File: src/hdl/lkv_pkg.sv
`timescale 1ns / 1ps
// Shared types and constants for the LRU key-value store.
// No dependencies; imported by every other file in hdl/.
package lkv_pkg;

  localparam int ENTRIES_DEF = 16;
  localparam int CAP_RESET   = 16;
  localparam int CFG_W       = 5;
  localparam int DATA_W      = 32;

  // Request type codes
  localparam logic REQ_GET = 1'b0;
  localparam logic REQ_SET = 1'b1;

  // Value returned by a get that misses
  localparam logic signed [DATA_W-1:0] MISS_VALUE = '1;

  typedef struct packed {
    logic                     req_type;
    logic signed [DATA_W-1:0] key;
    logic signed [DATA_W-1:0] value_in;
  } req_t;

  typedef struct packed {
    logic                     found;
    logic signed [DATA_W-1:0] value_out;
    logic                     evicted;
  } rsp_t;

  // One cache entry as handed from cell to cell
  typedef struct packed {
    logic                     valid;
    logic signed [DATA_W-1:0] key;
    logic signed [DATA_W-1:0] value;
  } entry_t;

  typedef enum logic [1:0] {
    ST_IDLE,
    ST_LOOKUP,
    ST_UPDATE
  } state_t;

endpackage

File: src/hdl/lkv_cell.sv
`timescale 1ns / 1ps
// One storage cell of the recency chain: key, value and valid mark.
// Depends on lkv_pkg.
module lkv_cell (
  input  logic                             clk,
  input  logic                             rst_n,
  input  lkv_pkg::entry_t                  prev_i,
  input  logic                             shift_en_i,
  input  logic signed [lkv_pkg::DATA_W-1:0] cmp_key_i,
  output lkv_pkg::entry_t                  ent_o,
  output logic                             match_o
);
  import lkv_pkg::*;

  logic                     valid_r;
  logic                     valid_nxt;
  logic signed [DATA_W-1:0] key_r;
  logic signed [DATA_W-1:0] value_r;

  // Valid mark follows the neighbor on a shift
  always_comb begin
    valid_nxt = shift_en_i ? prev_i.valid : valid_r;
  end

  always_ff @(posedge clk) begin
    if (!rst_n) begin
      valid_r <= 1'b0;
    end else begin
      valid_r <= valid_nxt;
    end
  end

  // Payload needs no reset
  always_ff @(posedge clk) begin
    if (shift_en_i) begin
      key_r   <= prev_i.key;
      value_r <= prev_i.value;
    end
  end

  assign ent_o.valid = valid_r;
  assign ent_o.key   = key_r;
  assign ent_o.value = value_r;
  assign match_o     = valid_r && (key_r == cmp_key_i);

endmodule

File: src/hdl/lkv_array.sv
`timescale 1ns / 1ps
// Chain of lkv_cell ordered by recency (cell 0 = most recent) plus hit encode.
// Depends on lkv_pkg and lkv_cell.
module lkv_array #(
  parameter int ENTRIES = lkv_pkg::ENTRIES_DEF,
  parameter int IW      = 4
) (
  input  logic                              clk,
  input  logic                              rst_n,
  input  logic signed [lkv_pkg::DATA_W-1:0] cmp_key_i,
  input  logic                              shift_go_i,
  input  logic [IW-1:0]                     shift_lim_i,
  input  lkv_pkg::entry_t                   front_i,
  output logic                              hit_o,
  output logic [IW-1:0]                     hit_idx_o,
  output logic signed [lkv_pkg::DATA_W-1:0] hit_value_o
);
  import lkv_pkg::*;

  entry_t             ent   [ENTRIES];
  entry_t             prev  [ENTRIES];
  logic [ENTRIES-1:0] match;
  logic [ENTRIES-1:0] shift_en;

  // Cells up to the shift limit take their neighbor's entry; cell 0 takes the front
  for (genvar g = 0; g < ENTRIES; g++) begin : g_cell
    if (g == 0) begin : g_head
      assign prev[g] = front_i;
    end else begin : g_body
      assign prev[g] = ent[g-1];
    end

    assign shift_en[g] = shift_go_i && (IW'(g) <= shift_lim_i);

    lkv_cell u_cell (
      .clk        (clk),
      .rst_n      (rst_n),
      .prev_i     (prev[g]),
      .shift_en_i (shift_en[g]),
      .cmp_key_i  (cmp_key_i),
      .ent_o      (ent[g]),
      .match_o    (match[g])
    );
  end

  // Keys are unique, so at most one match: OR-encode index and value
  always_comb begin
    hit_o       = 1'b0;
    hit_idx_o   = '0;
    hit_value_o = '0;
    for (int i = 0; i < ENTRIES; i++) begin
      if (match[i]) begin
        hit_o       = 1'b1;
        hit_idx_o   = hit_idx_o | IW'(i);
        hit_value_o = hit_value_o | ent[i].value;
      end
    end
  end

endmodule

File: src/hdl/lru_key_value_store_unit.sv
`timescale 1ns / 1ps
// Fully associative LRU key-value store, top level: control, capacity, result register.
// Depends on lkv_pkg and lkv_array.
//
// Usage:
//   in_*  : request channel (valid/ready), in_req = {req_type, key, value_in}.
//           req_type REQ_GET looks a key up, REQ_SET inserts or updates it.
//   out_* : response channel (valid/ready), out_rsp = {found, value_out, evicted}.
//           Exactly one response per request, in request order.
//   cfg_* : capacity write (valid/ready, always ready). Taken only while the
//           store holds no entries; values above ENTRIES saturate to ENTRIES.
// Timing: a request is compared against all cells in the cycle after it is
// accepted, and the recency chain shifts in the update state, which also
// loads the response register. The next request is taken in the shift
// cycle, so a new request can be accepted while the last one commits.
// Back-pressure: while a response waits in the output register, the shift of
// the following request holds until out_ready frees the register.
// Reset (rst_n low, synchronous): all valid marks clear, capacity returns to
// min(16, ENTRIES); no clearing pass is needed.
module lru_key_value_store_unit #(
  parameter int ENTRIES = lkv_pkg::ENTRIES_DEF
) (
  input  logic                           clk,
  input  logic                           rst_n,
  input  logic                           in_valid,
  output logic                           in_ready,
  input  lkv_pkg::req_t                  in_req,
  output logic                           out_valid,
  input  logic                           out_ready,
  output lkv_pkg::rsp_t                  out_rsp,
  input  logic                           cfg_valid,
  output logic                           cfg_ready,
  input  logic [lkv_pkg::CFG_W-1:0]      cfg_capacity
);
  import lkv_pkg::*;

  localparam int IW = (ENTRIES > 1) ? $clog2(ENTRIES) : 1;
  localparam int CW = $clog2(ENTRIES + 1);
  localparam int MW = (CFG_W > CW) ? CFG_W : CW;
  localparam int CAP_INIT = (CAP_RESET > ENTRIES) ? ENTRIES : CAP_RESET;

  state_t                   state_r;
  state_t                   state_nxt;
  req_t                     req_r;
  logic                     hit_r;
  logic [IW-1:0]            hit_idx_r;
  logic signed [DATA_W-1:0] hit_value_r;
  logic [CW-1:0]            used_r;
  logic [CW-1:0]            used_nxt;
  logic [CW-1:0]            cap_r;
  logic [CW-1:0]            cap_nxt;
  logic                     out_valid_r;
  rsp_t                     out_rsp_r;

  logic                     arr_hit;
  logic [IW-1:0]            arr_hit_idx;
  logic signed [DATA_W-1:0] arr_hit_value;

  logic                     out_free;
  logic                     commit;
  logic                     in_acc;
  logic                     is_set;
  logic                     full;
  logic                     cap_zero;
  logic [CW-1:0]            used_dec;
  logic                     shift_go;
  logic [IW-1:0]            shift_lim;
  entry_t                   front;
  rsp_t                     rsp;
  logic [MW-1:0]            cfg_ext;

  // Handshake
  assign out_free  = !out_valid_r || out_ready;
  assign commit    = (state_r == ST_UPDATE) && out_free;
  assign in_ready  = (state_r == ST_IDLE) || commit;
  assign in_acc    = in_valid && in_ready;
  assign cfg_ready = 1'b1;
  assign out_valid = out_valid_r;
  assign out_rsp   = out_rsp_r;

  // Next state
  always_comb begin
    state_nxt = state_r;
    case (state_r)
      ST_IDLE: begin
        if (in_acc) state_nxt = ST_LOOKUP;
      end
      ST_LOOKUP: begin
        state_nxt = ST_UPDATE;
      end
      ST_UPDATE: begin
        if (commit) state_nxt = in_acc ? ST_LOOKUP : ST_IDLE;
      end
      default: begin
        state_nxt = ST_IDLE;
      end
    endcase
  end

  // Outputs of the update step: chain shift control and response
  always_comb begin
    is_set   = (req_r.req_type == REQ_SET);
    full     = (used_r >= cap_r);
    cap_zero = (cap_r == '0);
    used_dec = used_r - CW'(1);

    shift_go = 1'b0;
    used_nxt = used_r;
    case (state_r)
      ST_UPDATE: begin
        shift_go = commit && (is_set ? !cap_zero : hit_r);
        if (shift_go && is_set && !hit_r && !full) used_nxt = used_r + CW'(1);
      end
      default: begin
        shift_go = 1'b0;
      end
    endcase

    // Hit: rotate the hit entry to the front; insert: shift into the first free cell, or through the LRU slot when full
    if (hit_r) begin
      shift_lim = hit_idx_r;
    end else if (full) begin
      shift_lim = used_dec[IW-1:0];
    end else begin
      shift_lim = used_r[IW-1:0];
    end

    front.valid = 1'b1;
    front.key   = req_r.key;
    front.value = is_set ? req_r.value_in : hit_value_r;

    rsp.found     = hit_r;
    rsp.value_out = is_set ? '0 : (hit_r ? hit_value_r : MISS_VALUE);
    rsp.evicted   = is_set && !cap_zero && !hit_r && full;
  end

  // Capacity register: saturate, and only take writes while empty
  always_comb begin
    cfg_ext = MW'(cfg_capacity);
    cap_nxt = cap_r;
    if (cfg_valid && cfg_ready && (used_r == '0)) begin
      cap_nxt = (cfg_ext > MW'(ENTRIES)) ? CW'(ENTRIES) : cfg_ext[CW-1:0];
    end
  end

  // Control registers
  always_ff @(posedge clk) begin
    if (!rst_n) begin
      state_r     <= ST_IDLE;
      used_r      <= '0;
      cap_r       <= CW'(CAP_INIT);
      out_valid_r <= 1'b0;
    end else begin
      state_r <= state_nxt;
      used_r  <= used_nxt;
      cap_r   <= cap_nxt;
      if (commit) begin
        out_valid_r <= 1'b1;
      end else if (out_ready) begin
        out_valid_r <= 1'b0;
      end
    end
  end

  // Payload registers
  always_ff @(posedge clk) begin
    if (in_acc) begin
      req_r <= in_req;
    end
    if (state_r == ST_LOOKUP) begin
      hit_r       <= arr_hit;
      hit_idx_r   <= arr_hit_idx;
      hit_value_r <= arr_hit_value;
    end
    if (commit) begin
      out_rsp_r <= rsp;
    end
  end

  lkv_array #(
    .ENTRIES (ENTRIES),
    .IW      (IW)
  ) u_array (
    .clk         (clk),
    .rst_n       (rst_n),
    .cmp_key_i   (req_r.key),
    .shift_go_i  (shift_go),
    .shift_lim_i (shift_lim),
    .front_i     (front),
    .hit_o       (arr_hit),
    .hit_idx_o   (arr_hit_idx),
    .hit_value_o (arr_hit_value)
  );

`ifndef SYNTHESIS
  // Entries in use never exceed the capacity
  a_used_le_cap: assert property (@(posedge clk) disable iff (!rst_n)
    used_r <= cap_r)
    else $error("used count above capacity");

  // Requests are only taken when idle or while committing the previous one
  a_accept_state: assert property (@(posedge clk) disable iff (!rst_n)
    in_acc |-> (state_r == ST_IDLE || state_r == ST_UPDATE))
    else $error("request accepted mid-lookup");

  // The compare cycle is always followed by the update cycle
  a_lookup_then_update: assert property (@(posedge clk) disable iff (!rst_n)
    state_r == ST_LOOKUP |=> state_r == ST_UPDATE)
    else $error("lookup not followed by update");

  // Capacity holds while the store is not empty
  a_cap_locked: assert property (@(posedge clk) disable iff (!rst_n)
    (used_r != '0) |=> $stable(cap_r))
    else $error("capacity changed while entries in use");
`endif

endmodule

File: config.mk
export PLATFORM = sky130hd
export DESIGN_NAME = lru_key_value_store_unit
export DESIGN_NICKNAME = d
export VERILOG_FILES = /design/src/hdl/lkv_pkg.sv /design/src/hdl/lkv_cell.sv /design/src/hdl/lkv_array.sv /design/src/hdl/lru_key_value_store_unit.sv
export SDC_FILE = /design/constraint.sdc
export NUM_CORES = 1
export LEC_CHECK = 0
export BUFFER_PORTS_ARGS = -buffer_cell sky130_fd_sc_hd__buf_2
export CAP_MARGIN = 25
export CORE_UTILIZATION = 29
export CTS_BUF_LIST = sky130_fd_sc_hd__clkbuf_4 sky130_fd_sc_hd__clkbuf_8 sky130_fd_sc_hd__clkbuf_16
export CTS_CLUSTER_DIAMETER = 40
export CTS_CLUSTER_SIZE = 10
export DETAILED_ROUTE_END_ITERATION = 7
export PLACE_DENSITY = 0.47
export RECOVER_POWER = 25
export SETUP_SLACK_MARGIN = 0.2
export SLEW_MARGIN = 25
export SYNTH_ARGS = -nofsm -noshare
export SYNTH_HDL_FRONTEND = slang
export SYNTH_SLANG_ARGS = --single-unit
File: constraint.sdc
create_clock -name clk -period 8.3 [get_ports clk]
set_input_delay 0.415 -clock clk [delete_from_list [all_inputs] [get_ports clk]]
set_output_delay 0.415 -clock clk [all_outputs]
set_load 0.005 [all_outputs]
==> results.txt, run 1 <==
IO Count - 112
Peak VDD IR - 208 uV
share of cells above drive strength 1 - 0.164
Nets - 2998
synth unique cells - 50
fin area - 0.0555 mm2
total gr overflow - 0
Tcrit/Tclk final - 0.512
fin crit period - 4.25 ns
Pwr Density - 258 mW/mm2
top_reg_cell synth - edfxtp_1
initial antenna violation count - 4
CP Capture Type - register
number of global-route vias before repair - 25370
RSZ-0062 raised after global routing - no
count of cells resized by post-cts repair - 0
failing checks - DRC
Clock Skew - 0.0271 ns
internal power - 11400 uW
sequential share of power - 0.464
Data required, critical path - 8.71 ns
share of the synthesized area in the top cell type - 0.754
Least-Margin Pin Slew - 1.01 ns
Comb power frac - 0.028
Max FO, Critical Path - 49
Reg2Reg Depth - 10
Post-synth EDFFs - 1160
clock latency on the worst-skew pair - 0.78 ns
Die X - 401 um
Starting Density - 0.292
Slew HR - 0.317
GPL Wtd Cong - 0.783
Die Ht - 401 um
Synth async-reset ratio - 0
Root Driver - clkbuf_16
All-Layer GR Usage - 0.154
yosys warns - 0
Max Cap Viol - 0
Final Setup Violations - 0
clk slew on worst S/H paths - 0.05 ns
post-DR wirelength/cell - 24.5 um
Pre-antenna DRT Iters - 7
synth top area cells - edfxtp_1 75%, xor2_1 9.5%, a221oi_1 2.4%
via/cell ratio - 4.77
outcome - finished, violations left
clk sinks - 1189
# rows - 146
TritonCTS clock tree - yes
first-pass GRT wire length - 180 mm
clock power share - 0.508
Detailed Place HPWL - 77.2 mm
Post-Syn Area - 0.0462 mm2
Worst EP arrival - 4.65 ns
synthesis-stage register bit count - 1189
DP Cell Count - 4738
final-report hold violation count - 0
critical path class - reg2reg
type of origin of the critical path - register
Hold Path Depth - 4
Slew Viols, Final - 0
worst hold path type - in2reg
htree depth - 4
pin count of the biggest net entering global routing - 97
Mapped Avg Cell Area - 17.6 um2
TritonCTS Buffers - 173
static leakage - 0.0187 uW
WL final - 125 mm
port bufs - 110
remaining antenna violation count after routing - 0
Syn Nets - 2702
sequential fraction of the synthesis area - 0.766
core area - 0.158 mm2
switching share of power - 0.207
vias post-DR - 24410
CTS Buffer Depth - 3
DRC viols - 4
Achievable Freq - 0.236 GHz
Finished Layout Cells - 5121
cells after synthesis - 2619
leading area contributor after synthesis - edfxtp_1
switching power - 2980 uW
placement-stage cell area - 0.0490 mm2
P&R area growth vs syn - 20.2%
Die Area - 0.161 mm2
Fin Setup TNS - 0 ns
Starting DRT DRC Count - 1839
per-layer routing:
| metal | GRT usage | vias up | wire (um) | part of all wire |
|---|---|---|---|---|
| met3 | 0.0360 | 182 | 7930 | 0.063 |
| met4 | 0.0432 | 4 | 2610 | 0.021 |
| li1 | - | 10892 | - | - |
| met5 | 0 | - | 22 | 0.00018 |
| met2 | 0.244 | 890 | 57900 | 0.46 |
| met1 | 0.210 | 12442 | 56900 | 0.45 |
worst paths after layout:
kind | start | to | slack (ns)
worst max-delay path | used_r[0] | u_array.g_cell[1].u_cell.key_r[22] | 4.05
worst min-delay path | cfg_valid | cap_r[1] | 0.07
worst max register to register | used_r[0] | u_array.g_cell[1].u_cell.key_r[22] | 4.05
worst min register to register | u_array.g_cell[3].u_cell.value_r[7] | u_array.g_cell[4].u_cell.value_r[7] | 0.44
synth_stat cells (all sizes together) (2+ instances only):
library cell and instances:
edfxtp 1160, xor2 499, a221oi 129, a22o 128, nor4 119, buf 116, nand2 68, inv 52
nand4 51, a21oi 45, o21ai 40, nand3 37, nor3 35, dfxtp 29, clkbuf 17, xnor2 17
nor2 15, mux2i 13, ha 8, o211ai 5, nand2b 4, nand3b 4, a211oi 3, nor2b 3
a21o 2, a31oi 2, and2 2, and3 2, or3 2
critical path, stage by stage, from the launching register on:
cell      delay [ns]
dfxtp_1         0.42
inv_1           0.12
ha_1            0.30
nor2b_1         0.05
o21ai_1         0.25
a21oi_1         0.22
o311ai_2        0.63
nand2_1         0.23
a211oi_1        0.54
clkinv_2        0.54
buf_4           0.53
through the flow:
step           setup slack [ns]  utilization  power [uW]  hold slack, ns
3_3_place_gp               3.86        0.309        7160           0.428
6_report                   4.05        0.351       14400          0.0678
5_1_grt                    3.86        0.351       14800          0.0654
3_5_place_dp               4.09        0.309        7160           0.432
4_1_cts                    4.06        0.351       14500         0.00475
2_1_floorplan              1.35            -        7010           0.421
what timing repair did:
action	in CTS	in global routing
hold buffers	74	0
endpoints found under the hold margin	72	0
setup buffers	0	0
area by class of cell:
cell class                      instances  area (um2)
Timing Repair Buffer                  254        1820
Multi-Input combinational cell       1245        9720
Tap cell                             2072        2590
Antenna cell                            2        5.00
Clock inverter                         89         957
Inverter                               52         210
Clock buffer                          218        4820
Fill cell                           14809      103000
Sequential cell                      1189       35400
power by group through the flow:
stage | clock [uW] | combinational, uW | sequential, uW
floorplan | 0 | 251 | 6760
global placement | 0 | 390 | 6770
detailed placement | 0 | 390 | 6770
CTS | 7430 | 420 | 6650
global route | 7670 | 447 | 6660
finish | 7290 | 408 | 6650
cells by family after synthesis:
logic type               count (synthesis)  share of synthesized area
AO/OA/AOI/OAI                          363                     0.0620
XOR/XNOR                               516                     0.0978
adder cells (fa/ha/maj)                  8                    0.00217
buffers and inverters                  185                     0.0254
flip-flops                            1189                      0.766
multiplexers                            13                    0.00282
other                                    1                  0.0000811
AND/OR/NAND/NOR                        344                     0.0435
layout by cell type (no fill, tap or decap), types with 35 or more instances in the layout:
cell / netlist / final
a21oi_1: 45 / 45
edfxtp_1: 1160 / 1160
buf_2: 43 / 104
nand2_1: 67 / 66
a22o_1: 128 / 128
o21ai_0: 37 / 35
buf_4: 24 / 68
nor4_1: 119 / 119
clkbuf_4: 0 / 35
nand3_1: 37 / 37
nand4_1: 51 / 51
xor2_1: 499 / 499
clkbuf_16: 0 / 181
a221oi_1: 129 / 129
dlygate4sd3_1: 0 / 74
inv_1: 50 / 42
flip-flops by register name, indices dropped and copies added (netlist names):
register,count
is_set,1
u_array.g_cell.u_cell.key_r,512
u_array.g_cell.u_cell.value_r,512
state_r,2
out_rsp,34
cap_r,5
hit_idx_r,4
out_valid,1
req_r,32
used_r,5
hit_r,1
u_array.g_cell.u_cell.valid_r,16
hit_value_r,32
front,32
(Power assumes the default switching activity.)
==> run 2, diff against run 1 <==
- ABC_AREA: unset -> 1
- PLACE_DENSITY: 0.47 -> 0.49
- clock period: 8.3 -> 3.7 ns (I/O delays scaled with it)
==> results.txt, run 2 <==
outcome - complete, no violations
peak per-stage delay on the critical path - 0.71 ns
Data required, critical path - 4.18 ns
critical path depth - 11
Starting Density - 0.292
# rows - 153
RSZ-0062 raised after global routing - no
Reg2Reg Depth - 11
Clock Skew - 0.0247 ns
Pre-antenna DRT Iters - 6
internal power - 24600 uW
Die Area - 0.177 mm2
Comb power frac - 0.040
sequential share of power - 0.477
Syn Nets - 4756
Post-synth EDFFs - 1160
CP max stage cell - nor2_4
min-delay src - in_req[15]
reg2reg start - cap_r[4]
Nets - 5082
met3 Use GR - 0.0331
TritonCTS Buffers - 159
family with the most delay on the worst path - simple AND/OR/NAND/NOR gates
Pwr Density - 511 mW/mm2
Detailed Place HPWL - 116 mm
yosys warns - 0
CTS Buffer Depth - 3
Mapped Avg Cell Area - 10.9 um2
Max FO, Critical Path - 20
total gr overflow - 0
fin crit period - 3.19 ns
htree depth - 4
clock latency on the worst-skew pair - 0.78 ns
TritonCTS clock tree - yes
final-report hold violation count - 0
clock power share - 0.482
core area - 0.174 mm2
Tot Pwr - 31400 uW
most common cell in the netlist - nand2_1
Worst EP arrival - 3.66 ns
Worst Path Buf+Inv - 2
WHS Endpoint - req_r[15]
All-Layer GR Usage - 0.198
clk sinks - 1189
Die Ht - 421 um
Post-Syn Area - 0.0509 mm2
first-pass GRT wire length - 253 mm
pin count of the biggest net entering global routing - 67
synthesis-stage register bit count - 1189
number of global-route vias before repair - 35524
met2 Use GR - 0.323
type of origin of the critical path - register
critical path class - reg2reg
crit-path most repeated cell - nand2_1
worst hold path type - in2reg
Hold Path Depth - 2
leading area contributor after synthesis - edfxtp_1
post-DR wirelength/cell - 24.0 um
synth top area cells - edfxtp_1 68%, nand2_1 9.7%, nand3_1 5.6%
commonest non-fill, non-tap cells in the layout - 1304 x nand2_1, 1160 x edfxtp_1, 571 x nand3_1
Achievable Freq - 0.314 GHz
top_reg_cell synth - edfxtp_1
Max Cap Viol - 0
Reg-to-Reg End - u_array.g_cell[12].u_cell.key_r[17]
Top Usage Layer GRT - met2
remaining antenna violation count after routing - 0
clk slew on worst S/H paths - 0.05 ns
Tcrit/Tclk final - 0.861
CP Capture Type - register
vias post-DR - 36166
Util after Layout - 0.353
commonest non-fill, non-tap cell in the layout - nand2_1
Slew HR - 0.305
switching share of power - 0.217
Peak VDD IR - 399 uV
static leakage - 0.0237 uW
IO Count - 112
share of the synthesized area in the top cell type - 0.684
port bufs - 110
GPL Wtd Cong - 0.913
WL final - 179 mm
sequential fraction of the synthesis area - 0.695
Cell Chain, Critical Path - inv_2 > ha_4 > nand2_1 > nor2_1 > nand2_2 > nand4_1 > nand2_1 > a21oi_1 > nand2_1 > nor2_4 > buf_12
via/cell ratio - 4.86
initial antenna violation count - 5
Commonest cells post-synth - 1313 x nand2_1, 1160 x edfxtp_1, 571 x nand3_1, 510 x inv_1, 379 x nor2_1
R2R setup slack - 0.51 ns
P&R area growth vs syn - 20.8%
Starting DRT DRC Count - 4131
synth unique cells - 37
Final Setup Violations - 0
DRC viols - 0
Slew Viols, Final - 0
switching power - 6820 uW
cells after synthesis - 4673
Least-Margin Pin Slew - 1.04 ns
count of cells resized by post-cts repair - 0
Synth async-reset ratio - 0
Die X - 421 um
share of cells above drive strength 1 - 0.123
Root Driver - clkbuf_16
GRT met1 Usage - 0.265
-- run 2: worst max-delay path by stage --
stage | startpoint | endpoint | slack, ns
after floorplan | used_r[3] | u_array.g_cell[15].u_cell.key_r[0] | -0.15
after global placement | front[55] | hit_value_r[5] | 0.48
after detailed placement | front[55] | hit_value_r[5] | 0.49
after CTS | front[55] | hit_value_r[5] | 0.47
after global routing | cap_r[2] | u_array.g_cell[9].u_cell.valid_r | 0.26
final | cap_r[4] | u_array.g_cell[12].u_cell.key_r[17] | 0.51
-- run 2: layout make-up --
cell class                 count  area (um2)
sequential                  1189       35400
fill                       17308      113000
inverter                     539        2040
timing repair buffer         355        3220
multi-input combinational   2755       12800
clock inverter                66         684
clock buffer                 204        4470
antenna                        2        5.00
tap                         2325        2910
-- run 2: logic make-up after synthesis --
kind of cell,count (synthesis),share of synthesized area
xor gates and xnor gates,135,0.0232
DFF,1189,0.695
buffers and inverters,729,0.0595
other,1,0.0000736
and+or+nand+nor,2365,0.194
AOI/OAI and AO/OA,246,0.0258
adders and majority gates,8,0.00196
-- run 2: per-layer routing --
metal / share of wire / wire, um
met1: 0.43 / 76100
met4: 0.032 / 5710
met5: 0 / 0
met2: 0.47 / 83500
met3: 0.075 / 13300
-- run 2: what timing repair did --
item / CTS / global route
hold buffers: 78 / 0
setup endpoints to repair: 0 / 2
hold endpoints to repair: 88 / 0
setup buffers: 0 / 3
-- run 2: power by group through the flow --
stage / logic, uW / registers, uW / clock network (uW)
after floorplan: 639 / 15200 / 0
after global placement: 1180 / 15300 / 0
after detailed placement: 1190 / 15300 / 0
after CTS: 1260 / 15000 / 15400
after global routing: 1360 / 15000 / 15900
final: 1270 / 15000 / 15200
-- run 2: through the flow --
step                hold slack, ns  setup TNS, ns  cell area (um2)  cells  setup slack (ns)
floorplan                    0.284         -12.93            51100   4673            -0.150
CTS                         0.0604              0            61500   7430             0.467
global placement             0.361              0            55600   7082             0.479
global route                0.0862              0            61600   7434             0.259
finish                       0.115              0            61600   7435             0.515
detailed placement           0.363              0            55600   7082             0.485
